## src/design/bpe_pkg.sv

```systemverilog
// Types and constants shared by the buoyancy profile evaluator modules.
package bpe_pkg;

  localparam int NUM_TABLES = 3;
  localparam int COUNT_W    = 5;
  localparam int DIV_STEPS  = 32;

  localparam logic CMD_LOAD = 1'b0;
  localparam logic CMD_EVAL = 1'b1;

  localparam logic [1:0] TBL_CLOUD = 2'd0;
  localparam logic [1:0] TBL_MIX   = 2'd1;
  localparam logic [1:0] TBL_SAT   = 2'd2;

  localparam logic [1:0] REG_FORCE_FACTOR = 2'd0;
  localparam logic [1:0] REG_CLOUD_COUNT  = 2'd1;
  localparam logic [1:0] REG_MIX_COUNT    = 2'd2;
  localparam logic [1:0] REG_SAT_COUNT    = 2'd3;

  localparam logic signed [31:0] FORCE_FACTOR_RESET = 32'sd65536;
  localparam logic [16:0]        C_ONE              = 17'h10000;

  typedef struct packed {
    logic               cmd;
    logic [1:0]         table_select;
    logic [3:0]         knot_index;
    logic signed [31:0] knot_height;
    logic signed [31:0] knot_value;
    logic signed [31:0] cell_height;
    logic signed [31:0] tracer_fraction;
  } bpe_in_t;

  typedef struct packed {
    logic signed [31:0] buoyancy;
    logic signed [31:0] force_increment;
    logic               table_empty;
  } bpe_out_t;

  typedef enum logic [4:0] {
    ST_IDLE, ST_SCAN_RD, ST_SCAN_CMP, ST_FETCH_A, ST_FETCH_B, ST_SETUP, ST_STORE,
    ST_IMUL, ST_IPREP, ST_IGO, ST_IWAIT, ST_IDONE,
    ST_CSEL, ST_CA1, ST_CA2, ST_CACC, ST_CB, ST_CBLD, ST_CPREP, ST_CGO, ST_CWAIT,
    ST_CDONE, ST_FMUL, ST_FSAT, ST_EMIT
  } bpe_state_e;

  typedef enum logic [2:0] {
    MUL_INTERP, MUL_CA1, MUL_CA2, MUL_CB, MUL_FORCE
  } bpe_mul_sel_e;

  typedef enum logic {
    LUT_FROM_Y0, LUT_FROM_INTERP
  } bpe_lut_src_e;

  typedef enum logic [1:0] {
    B_FROM_CLOUD, B_FROM_ZERO, B_FROM_QUOT
  } bpe_b_src_e;

  typedef struct packed {
    logic         load_we;
    logic         eval_start;
    logic         eval_empty;
    logic         latch_lo;
    logic         interp_setup;
    logic         lut_we;
    bpe_lut_src_e lut_src;
    logic [1:0]   lut_sel;
    bpe_mul_sel_e mul_sel;
    logic         prod_en;
    logic         acc_load;
    logic         acc_add;
    logic         num_from_prod;
    logic         curve_prep;
    logic         seg_b;
    logic         div_start;
    logic         b_we;
    bpe_b_src_e   b_src;
    logic         force_we;
  } bpe_cmd_t;

  typedef struct packed {
    logic h_le_x;
    logic x0_lt_x1;
    logic c_zero;
    logic c_one;
    logic c_lt_chis;
    logic div_done;
  } bpe_status_t;

endpackage

```

## src/design/bpe_ctrl.sv

```systemverilog
// Controller: sequences knot scans, interpolations, the curve and the force scaling.
module bpe_ctrl import bpe_pkg::*; #(
  parameter int TABLE_POINTS = 16
) (
  input  logic                                       clk_i,
  input  logic                                       rst_ni,
  input  logic                                       start_i,
  input  logic                                       in_cmd_i,
  input  logic [COUNT_W-1:0]                         cloud_count_i,
  input  logic [COUNT_W-1:0]                         mix_count_i,
  input  logic [COUNT_W-1:0]                         sat_count_i,
  input  bpe_status_t                                status_i,
  output bpe_cmd_t                                   cmd_o,
  output logic [$clog2(NUM_TABLES*TABLE_POINTS)-1:0] rd_addr_o,
  output logic                                       busy_o,
  output logic                                       result_valid_o
);

  localparam int AW = $clog2(NUM_TABLES * TABLE_POINTS);
  localparam int KW = $clog2(TABLE_POINTS + 1);
  localparam int CW = (KW > COUNT_W) ? KW : COUNT_W;

  bpe_state_e     state_q, state_d;
  logic [1:0]     tbl_q, tbl_d;
  logic [KW-1:0]  k_q, k_d;
  logic           seg_b_q, seg_b_d;
  logic [COUNT_W-1:0] cnt_sel;
  logic [CW-1:0]  cnt_ext;
  logic [KW-1:0]  n;
  logic           empty;
  logic           advance;
  logic [31:0]    base, addr;

  always_comb begin
    unique case (tbl_q)
      TBL_CLOUD: cnt_sel = cloud_count_i;
      TBL_MIX:   cnt_sel = mix_count_i;
      default:   cnt_sel = sat_count_i;
    endcase
  end

  assign cnt_ext = CW'(cnt_sel);
  assign n       = (cnt_ext > CW'(TABLE_POINTS)) ? KW'(TABLE_POINTS) : KW'(cnt_ext);
  assign empty   = (cloud_count_i == '0) || (mix_count_i == '0) || (sat_count_i == '0);
  assign base    = 32'(tbl_q) * TABLE_POINTS;

  always_comb begin
    if (state_q == ST_FETCH_A && k_q != '0) begin
      addr = base + 32'(k_q) - 32'd1;
    end else begin
      addr = base + 32'(k_q);
    end
  end

  assign rd_addr_o = addr[AW-1:0];

  always_comb begin
    state_d = state_q;
    tbl_d   = tbl_q;
    k_d     = k_q;
    seg_b_d = seg_b_q;
    advance = 1'b0;
    cmd_o   = '0;
    cmd_o.lut_sel = tbl_q;
    cmd_o.seg_b   = seg_b_q;
    unique case (state_q)
      ST_IDLE: begin
        if (start_i) begin
          if (in_cmd_i == CMD_LOAD) begin
            cmd_o.load_we = 1'b1;
          end else begin
            cmd_o.eval_start = 1'b1;
            cmd_o.eval_empty = empty;
            tbl_d   = TBL_CLOUD;
            k_d     = '0;
            state_d = empty ? ST_EMIT : ST_SCAN_RD;
          end
        end
      end
      ST_SCAN_RD:  state_d = (k_q == n) ? ST_FETCH_A : ST_SCAN_CMP;
      ST_SCAN_CMP: begin
        if (status_i.h_le_x) begin
          k_d     = k_q + KW'(1);
          state_d = ST_SCAN_RD;
        end else begin
          state_d = ST_FETCH_A;
        end
      end
      ST_FETCH_A: state_d = ST_FETCH_B;
      ST_FETCH_B: begin
        cmd_o.latch_lo = 1'b1;
        state_d = (k_q == '0 || k_q == n) ? ST_STORE : ST_SETUP;
      end
      ST_SETUP: begin
        if (status_i.x0_lt_x1) begin
          cmd_o.interp_setup = 1'b1;
          state_d = ST_IMUL;
        end else begin
          state_d = ST_STORE;
        end
      end
      ST_STORE: begin
        cmd_o.lut_we  = 1'b1;
        cmd_o.lut_src = LUT_FROM_Y0;
        advance = 1'b1;
      end
      ST_IMUL: begin
        cmd_o.mul_sel = MUL_INTERP;
        cmd_o.prod_en = 1'b1;
        state_d = ST_IPREP;
      end
      ST_IPREP: begin
        cmd_o.num_from_prod = 1'b1;
        state_d = ST_IGO;
      end
      ST_IGO: begin
        cmd_o.div_start = 1'b1;
        state_d = ST_IWAIT;
      end
      ST_IWAIT: if (status_i.div_done) state_d = ST_IDONE;
      ST_IDONE: begin
        cmd_o.lut_we  = 1'b1;
        cmd_o.lut_src = LUT_FROM_INTERP;
        advance = 1'b1;
      end
      ST_CSEL: begin
        if (status_i.c_zero) begin
          cmd_o.b_we  = 1'b1;
          cmd_o.b_src = B_FROM_CLOUD;
          state_d = ST_FMUL;
        end else if (status_i.c_one) begin
          cmd_o.b_we  = 1'b1;
          cmd_o.b_src = B_FROM_ZERO;
          state_d = ST_FMUL;
        end else if (status_i.c_lt_chis) begin
          seg_b_d = 1'b0;
          state_d = ST_CA1;
        end else begin
          seg_b_d = 1'b1;
          state_d = ST_CB;
        end
      end
      ST_CA1: begin
        cmd_o.mul_sel = MUL_CA1;
        cmd_o.prod_en = 1'b1;
        state_d = ST_CA2;
      end
      ST_CA2: begin
        cmd_o.acc_load = 1'b1;
        cmd_o.mul_sel  = MUL_CA2;
        cmd_o.prod_en  = 1'b1;
        state_d = ST_CACC;
      end
      ST_CACC: begin
        cmd_o.acc_add = 1'b1;
        state_d = ST_CPREP;
      end
      ST_CB: begin
        cmd_o.mul_sel = MUL_CB;
        cmd_o.prod_en = 1'b1;
        state_d = ST_CBLD;
      end
      ST_CBLD: begin
        cmd_o.acc_load = 1'b1;
        state_d = ST_CPREP;
      end
      ST_CPREP: begin
        cmd_o.curve_prep = 1'b1;
        state_d = ST_CGO;
      end
      ST_CGO: begin
        cmd_o.div_start = 1'b1;
        state_d = ST_CWAIT;
      end
      ST_CWAIT: if (status_i.div_done) state_d = ST_CDONE;
      ST_CDONE: begin
        cmd_o.b_we  = 1'b1;
        cmd_o.b_src = B_FROM_QUOT;
        state_d = ST_FMUL;
      end
      ST_FMUL: begin
        cmd_o.mul_sel = MUL_FORCE;
        cmd_o.prod_en = 1'b1;
        state_d = ST_FSAT;
      end
      ST_FSAT: begin
        cmd_o.force_we = 1'b1;
        state_d = ST_EMIT;
      end
      ST_EMIT: state_d = ST_IDLE;
      default: state_d = ST_IDLE;
    endcase
    if (advance) begin
      if (tbl_q == TBL_SAT) begin
        state_d = ST_CSEL;
      end else begin
        tbl_d   = tbl_q + 2'd1;
        k_d     = '0;
        state_d = ST_SCAN_RD;
      end
    end
  end

  always_ff @(posedge clk_i or negedge rst_ni) begin
    if (!rst_ni) begin
      state_q <= ST_IDLE;
      tbl_q   <= TBL_CLOUD;
      k_q     <= '0;
      seg_b_q <= 1'b0;
    end else begin
      state_q <= state_d;
      tbl_q   <= tbl_d;
      k_q     <= k_d;
      seg_b_q <= seg_b_d;
    end
  end

  assign busy_o         = (state_q != ST_IDLE);
  assign result_valid_o = (state_q == ST_EMIT);

endmodule

```

## config.mk

```make
export PLATFORM = sky130hd
export DESIGN_NAME = bpe_ctrl
export DESIGN_NICKNAME = d
export VERILOG_FILES = /design/src/design/bpe_pkg.sv /design/src/design/bpe_ctrl.sv
export SDC_FILE = /design/constraint.sdc
export NUM_CORES = 1
export LEC_CHECK = 0
export BUFFER_PORTS_ARGS = -buffer_cell sky130_fd_sc_hd__buf_2
export CORE_AREA = 4 4 73 75
export DETAILED_ROUTE_END_ITERATION = 7
export DIE_AREA = 0 0 77 79
export PLACE_DENSITY = 0.7
export SLEW_MARGIN = 10
export SYNTH_ARGS = -nofsm -noshare
export SYNTH_HDL_FRONTEND = slang
export SYNTH_SLANG_ARGS = --single-unit
```

## constraint.sdc

```tcl
create_clock -name clk_i -period 2.1 [get_ports clk_i]
set_input_delay 0.21 -clock clk_i [delete_from_list [all_inputs] [get_ports clk_i]]
set_output_delay 0.21 -clock clk_i [all_outputs]
set_load 0.01 [all_outputs]
```

==> results.toml, run 1 <==
[status]
status = "completed"

[layout]
layout_common_cells = "buf_2 (55), nor2_1 (30), nand2_1 (23), a21oi_1 (17), o21ai_0 (15)"
multi_input_area_um2 = 1140
diodes = 0
nNetsFinal = 311
drive_above_1_share_pct = 31.6
seqCellArea_um2 = 327
syn_to_final_growth_pct = 27.6
fillerInstances = 492
fin_area_um2 = 2010
final_common_cell = "buf_2"
stdcell_count = 336

[placed_design]
io_buffers = 55
dp.cells = 330
routabilityCongestion = 0.885
placed_area_um2 = 1930
place_hpwl_um = 3750

[sta]
holdWs_ps = 165
finalClockSkew_ps = 4.86
hold_viol_final = 0
min_period_over_period_pct = 100
fmax_ghz = 0.476
finalSetupViolCount = 0
worstMarginPinSlew_ps = 463
maxSlewViolCount = 0
rsz0062_at_grt = "yes"
fin_crit_ps = 2100
slew_headroom_pct = 69.1

[setup_path]
required_ps = 1890
worstPathMaxFanout = 4
cp-end-kind = "primary output"
worstRegToRegCells = 6
start_kind = "flop"
arrival_ps = 1890
path_class = "reg -> out"
r2r_end = "state_q[0]$_DFFE_PN0P_"
r2r_slack_ps = 190
r2r-start = "tbl_q[1]$_DFF_PN0_"

[yosys]
synth-compound-area-share_pct = 26.0
synth_xor_area_share_pct = 4.99
yosysUniqueCellTypes = 55
synth_fa_ha_area_share_pct = 2.38
seq_area_frac_synth_pct = 20.6
ys_ff_latch = 13
synth_top_family_by_area = "simple AND/OR/NAND/NOR gates"
post_synth_inst_count = 223
muxShareOfSynthArea_pct = 3.17
synth_area_um2 = 1580
syn_avg_cell_area_um2 = 7.08
synth-main-ff-cell = "dfrtp_1"
yosys_warnings = 0
synthSimpleGateAreaFrac_pct = 34.2
synth_edf_count = 0
synth_nets = 251
async_reset_ff_share_pct = 100

[floorplanning]
die_area_um2 = 6080
io_pins = 56
die_w_um = 77
num_rows = 25
die_h_um = 79
coreArea_um2 = 4660
start_util_pct = 33.9

[pwr]
ir_worst_vdd_mv = 0.482
power_density_nw_per_um2 = 1170
p_leak_nw = 0.922

[global_routing]
grt_max_degree = 20
overflow = 0
grtUsageTotal_pct = 16.0
grt_first_pass_wirelength_um = 8200
grt_pass1_vias = 1766
antenna_found_initial = 0

[cts]
cts_root_buffer = "clkbuf_8"
cts_htree_levels = 1
tritoncts = "done"
path_clk_slew_ps = 70
cts_made_buffers = 3
cts.sinks = 13
clockBufferDepth = 2
clk-insertion-delay-late_ps = 250

[routing]
num_vias = 1831
ant_nets = 0
firstDrtPassIters = 4
drt-vias-per-instance = 5.45
drc_errors = 0
finalWirelength_um = 4780
drtIter0Drc = 226
wl_per_cell_um = 14.2

[worst_hold_path]
min_to = "seg_b_q$_DFFE_PN0P_"
hold_path_class = "in -> reg"
hold_depth = 2
hp-start = "status_i[1]"

[run]
maxCapViolations = 0
worst max path at each step:
stage,from,end,slack [ps],depth (start not counted)
floorplan,state_q[4]$_DFFE_PN0P_,rd_addr_o[5],220,6
global placement,tbl_q[1]$_DFF_PN0_,state_q[0]$_DFFE_PN0P_,230,6
detailed placement,state_q[0]$_DFFE_PN0P_,rd_addr_o[4],200,6
CTS,k_q[0]$_DFF_PN0_,rd_addr_o[5],2,8
global route,state_q[3]$_DFFE_PN0P_,rd_addr_o[5],-90,6
finish,state_q[3]$_DFFE_PN0P_,rd_addr_o[3],1,6
sequential cells by signal, summed over array words and instances, names as in the netlist, named ones only:
signal	cells
state_q	5
k_q	5
seg_b_q	1
tbl_q	1
layout make-up:
class / instances / share of cell area, %
Clock buffer: 4 / 2.24
Tap cell: 54 / 3.35
Inverter: 10 / 1.86
Timing Repair Buffer: 71 / 19.9
Multi-Input combinational cell: 184 / 56.4
Sequential cell: 13 / 16.2
cell families after synthesis:
family / Yosys count
AND/OR/NAND/NOR: 103
multiplexers: 5
adder cells (fa/ha/maj): 3
buffers and inverters: 26
XOR/XNOR: 9
flip-flops: 13
AO/OA/AOI/OAI: 64
cells in the mapped netlist, types with 5 or more instances:
library cell | n | area [um^2]
nand3_1 | 6 | 30.0
nor2b_1 | 5 | 31.3
xnor2_1 | 8 | 70.1
o21ai_1 | 6 | 30.0
nor2_1 | 31 | 116
dfrtp_1 | 13 | 325
buf_4 | 5 | 37.5
o21ai_0 | 15 | 75.1
mux2i_1 | 5 | 50.1
inv_1 | 9 | 33.8
nor3_1 | 9 | 45.0
nand2_1 | 23 | 86.3
a21oi_1 | 17 | 85.1
clkbuf_1 | 7 | 26.3
nor4_1 | 5 | 31.3
routing by layer:
layer	track usage (%)	wire, um	share of wire [%]
met2	27.7	2380	50
met4	4.09	71	1.5
met3	2.83	199	4.2
met5	0	0	0
met1	20.5	2130	45
where the power goes:
| group | switching, mW | internal (mW) |
|---|---|---|
| logic | 0.964 | 0.678 |
| registers | 0.133 | 0.331 |
| clock network | 0.109 | 0.135 |
metrics by stage:
step	setup TNS, ps	worst slack, ps	utilization, %	power [mW]
finish	0	0.962	43.2	2.35
CTS	0	1.56	42.7	2.31
global route	-226	-85.7	43.2	2.57
floorplan	0	223	-	1.62
detailed placement	0	205	41.4	2.06
global placement	0	227	41.4	2.04
worst max-delay path: stages (launching register included):
cell      delay (ps)
dfrtp_1          380
or3_4            440
a211oi_4         270
nand2_2          110
nor2_1           130
xor2_1           160
buf_2            150
repair_timing:
action	in CTS	in global routing
endpoints found under the hold margin	13	0
setup endpoints to repair	4	7
gates resized for setup	2	5
pin swaps	0	4
hold buffers	1	0
setup buffers	0	1
Power figures use the tool's default switching activity.
==> inputs of run 2 (changes only) <==
--- a/config.mk
+++ b/config.mk
@@ -6,9 +6,9 @@
 export NUM_CORES = 1
 export LEC_CHECK = 0
 export BUFFER_PORTS_ARGS = -buffer_cell sky130_fd_sc_hd__buf_2
-export CORE_AREA = 4 4 73 75
+export CORE_AREA = 5 5 74 76
 export DETAILED_ROUTE_END_ITERATION = 7
-export DIE_AREA = 0 0 77 79
+export DIE_AREA = 0 0 79 81
 export PLACE_DENSITY = 0.7
 export SLEW_MARGIN = 10
 export SYNTH_ARGS = -nofsm -noshare
==> results.toml, run 2 (synthesis gave the netlist of run 1 again) <==
[layout]
reg_top3 = "k_q (5), state_q (5)"
layout_common_cells = "buf_2 (55), nor2_1 (30), nand2_1 (22), a21oi_1 (16)"
drive_above_1_share_pct = 33.6
final_common_cell = "buf_2"
multi_input_area_um2 = 1180
fillerInstances = 481
nNetsFinal = 312
fin_util_pct = 44.3
stdcell_count = 337
syn_to_final_growth_pct = 30.8
diodes = 0
seqCellArea_um2 = 327

[cts]
clk-insertion-delay-late_ps = 240
path_clk_slew_ps = 60
clockBufferDepth = 2
cts.sinks = 13
tritoncts = "done"
cts_htree_levels = 1
cts_made_buffers = 3
cts_root_buffer = "clkbuf_8"

[worst_hold_path]
hold_depth = 2
hold_path_class = "in -> reg"

[routing]
drt-vias-per-instance = 5.52
num_vias = 1861
ant_nets = 0
firstDrtPassIters = 4
drtIter0Drc = 141
finalWirelength_um = 4740
wl_per_cell_um = 14.1
drc_errors = 0

[sta]
holdWs_ps = 172
maxSlewViolCount = 0
finalClockSkew_ps = 2.57
min_period_over_period_pct = 103
worst_slack_ps = -57.4
finalSetupViolCount = 3
rsz0062_at_grt = "yes"
fmax_ghz = 0.464
fin_crit_ps = 2160
slew_headroom_pct = 70.2
worstMarginPinSlew_ps = 445
hold_viol_final = 0

[global_routing]
grt_first_pass_wirelength_um = 7520
grtUsageTotal_pct = 14.5
grt_pass1_vias = 1713
overflow = 0
grt_max_degree = 20
antenna_found_initial = 0

[setup_path]
path_cells = "or3_4 > a211oi_4 > buf_6 > nand3_4 > xnor2_2 > buf_2"
start_kind = "flop"
slowest_delay_ps = 440
crit_family = "simple AND/OR/NAND/NOR gates"
cp-end-kind = "primary output"
cp.depth = 6
cp.buffers_inverters = 2
worstRegToRegCells = 6
arrival_ps = 1950
crit_path_top_delay_cell = "or3_4"
required_ps = 1890
worstPathMaxFanout = 5
path_class = "reg -> out"

[pwr]
p_seq_share_pct = 17.4
power_switching_mw = 1.23
ir_worst_vdd_mv = 0.422
p_comb_share_pct = 73.3
power_frac_clock_pct = 9.4
power_density_nw_per_um2 = 1180
p_leak_nw = 0.950
internal_power_mw = 1.21
swShare_pct = 50.3
total_power_mw = 2.44

[floorplanning]
io_pins = 56
start_util_pct = 33.9
coreArea_um2 = 4660
die_area_um2 = 6400
num_rows = 25
die_h_um = 81
die_w_um = 79

[status]
status = "finished with violations"
violations = "negative setup slack"

[placed_design]
routabilityCongestion = 0.909
place_hpwl_um = 3780
io_buffers = 55
dp.cells = 331

[run]
maxCapViolations = 0
[run 2: worst paths after layout]
path | endpoint | slack [ps] | start
max | rd_addr_o[4] | -60 | state_q[4]$_DFFE_PN0P_
max reg2reg | state_q[0]$_DFFE_PN0P_ | 190 | flop
max in group asynchronous | k_q[3]$_DFF_PN0_ | 1450 | rst_ni
min | seg_b_q$_DFFE_PN0P_ | 170 | status_i[1]
min reg2reg | seg_b_q$_DFFE_PN0P_ | 490 | seg_b_q$_DFFE_PN0P_
min in group asynchronous | tbl_q[1]$_DFF_PN0_ | 390 | rst_ni
[run 2: repair_timing]
| item | 4_1_cts | 5_1_grt |
|---|---|---|
| hold buffers | 1 | 0 |
| pin swaps | 1 | 4 |
| hold endpoints to repair | 13 | 0 |
| gates resized for setup | 1 | 14 |
| setup buffers | 1 | 0 |
| setup endpoints to repair | 2 | 8 |
[run 2: per-layer routing]
layer	up-vias	wire length [um]	share of wire, %	global-route usage [%]
met5	-	0	0	0
met4	0	58	1.2	4.98
met3	6	258	5.4	3.33
met2	57	2490	53	25.8
met1	865	1930	41	17.3
li1	933	-	-	-
[run 2: layout make-up]
cell class	instances	area share [%]
well taps	54	3.27
multi-input cells	184	57.1
clock buffers	4	2.18
flip-flops and latches	13	15.8
repair buffers	72	19.8
inverters	10	1.82
[run 2: power by group through the flow]
| stage | clock (mW) | combinational [mW] | sequential [mW] |
|---|---|---|---|
| after global placement | 0 | 1.65 | 0.424 |
| after detailed placement | 0 | 1.66 | 0.427 |
| after CTS | 0.233 | 1.69 | 0.422 |
| after floorplan | 0 | 1.21 | 0.403 |
| final | 0.228 | 1.79 | 0.423 |
| after global routing | 0.250 | 1.97 | 0.437 |
[run 2: per-stage QoR]
step                      setup TNS [ps]  worst slack [ps]  area, um^2
final                               -134             -57.4        2070
after global placement                 0               263        1940
after floorplan                        0               223        1580
after CTS                          -25.6             -17.6        2000
after global routing                -468              -144        2070
after detailed placement               0               194        1940
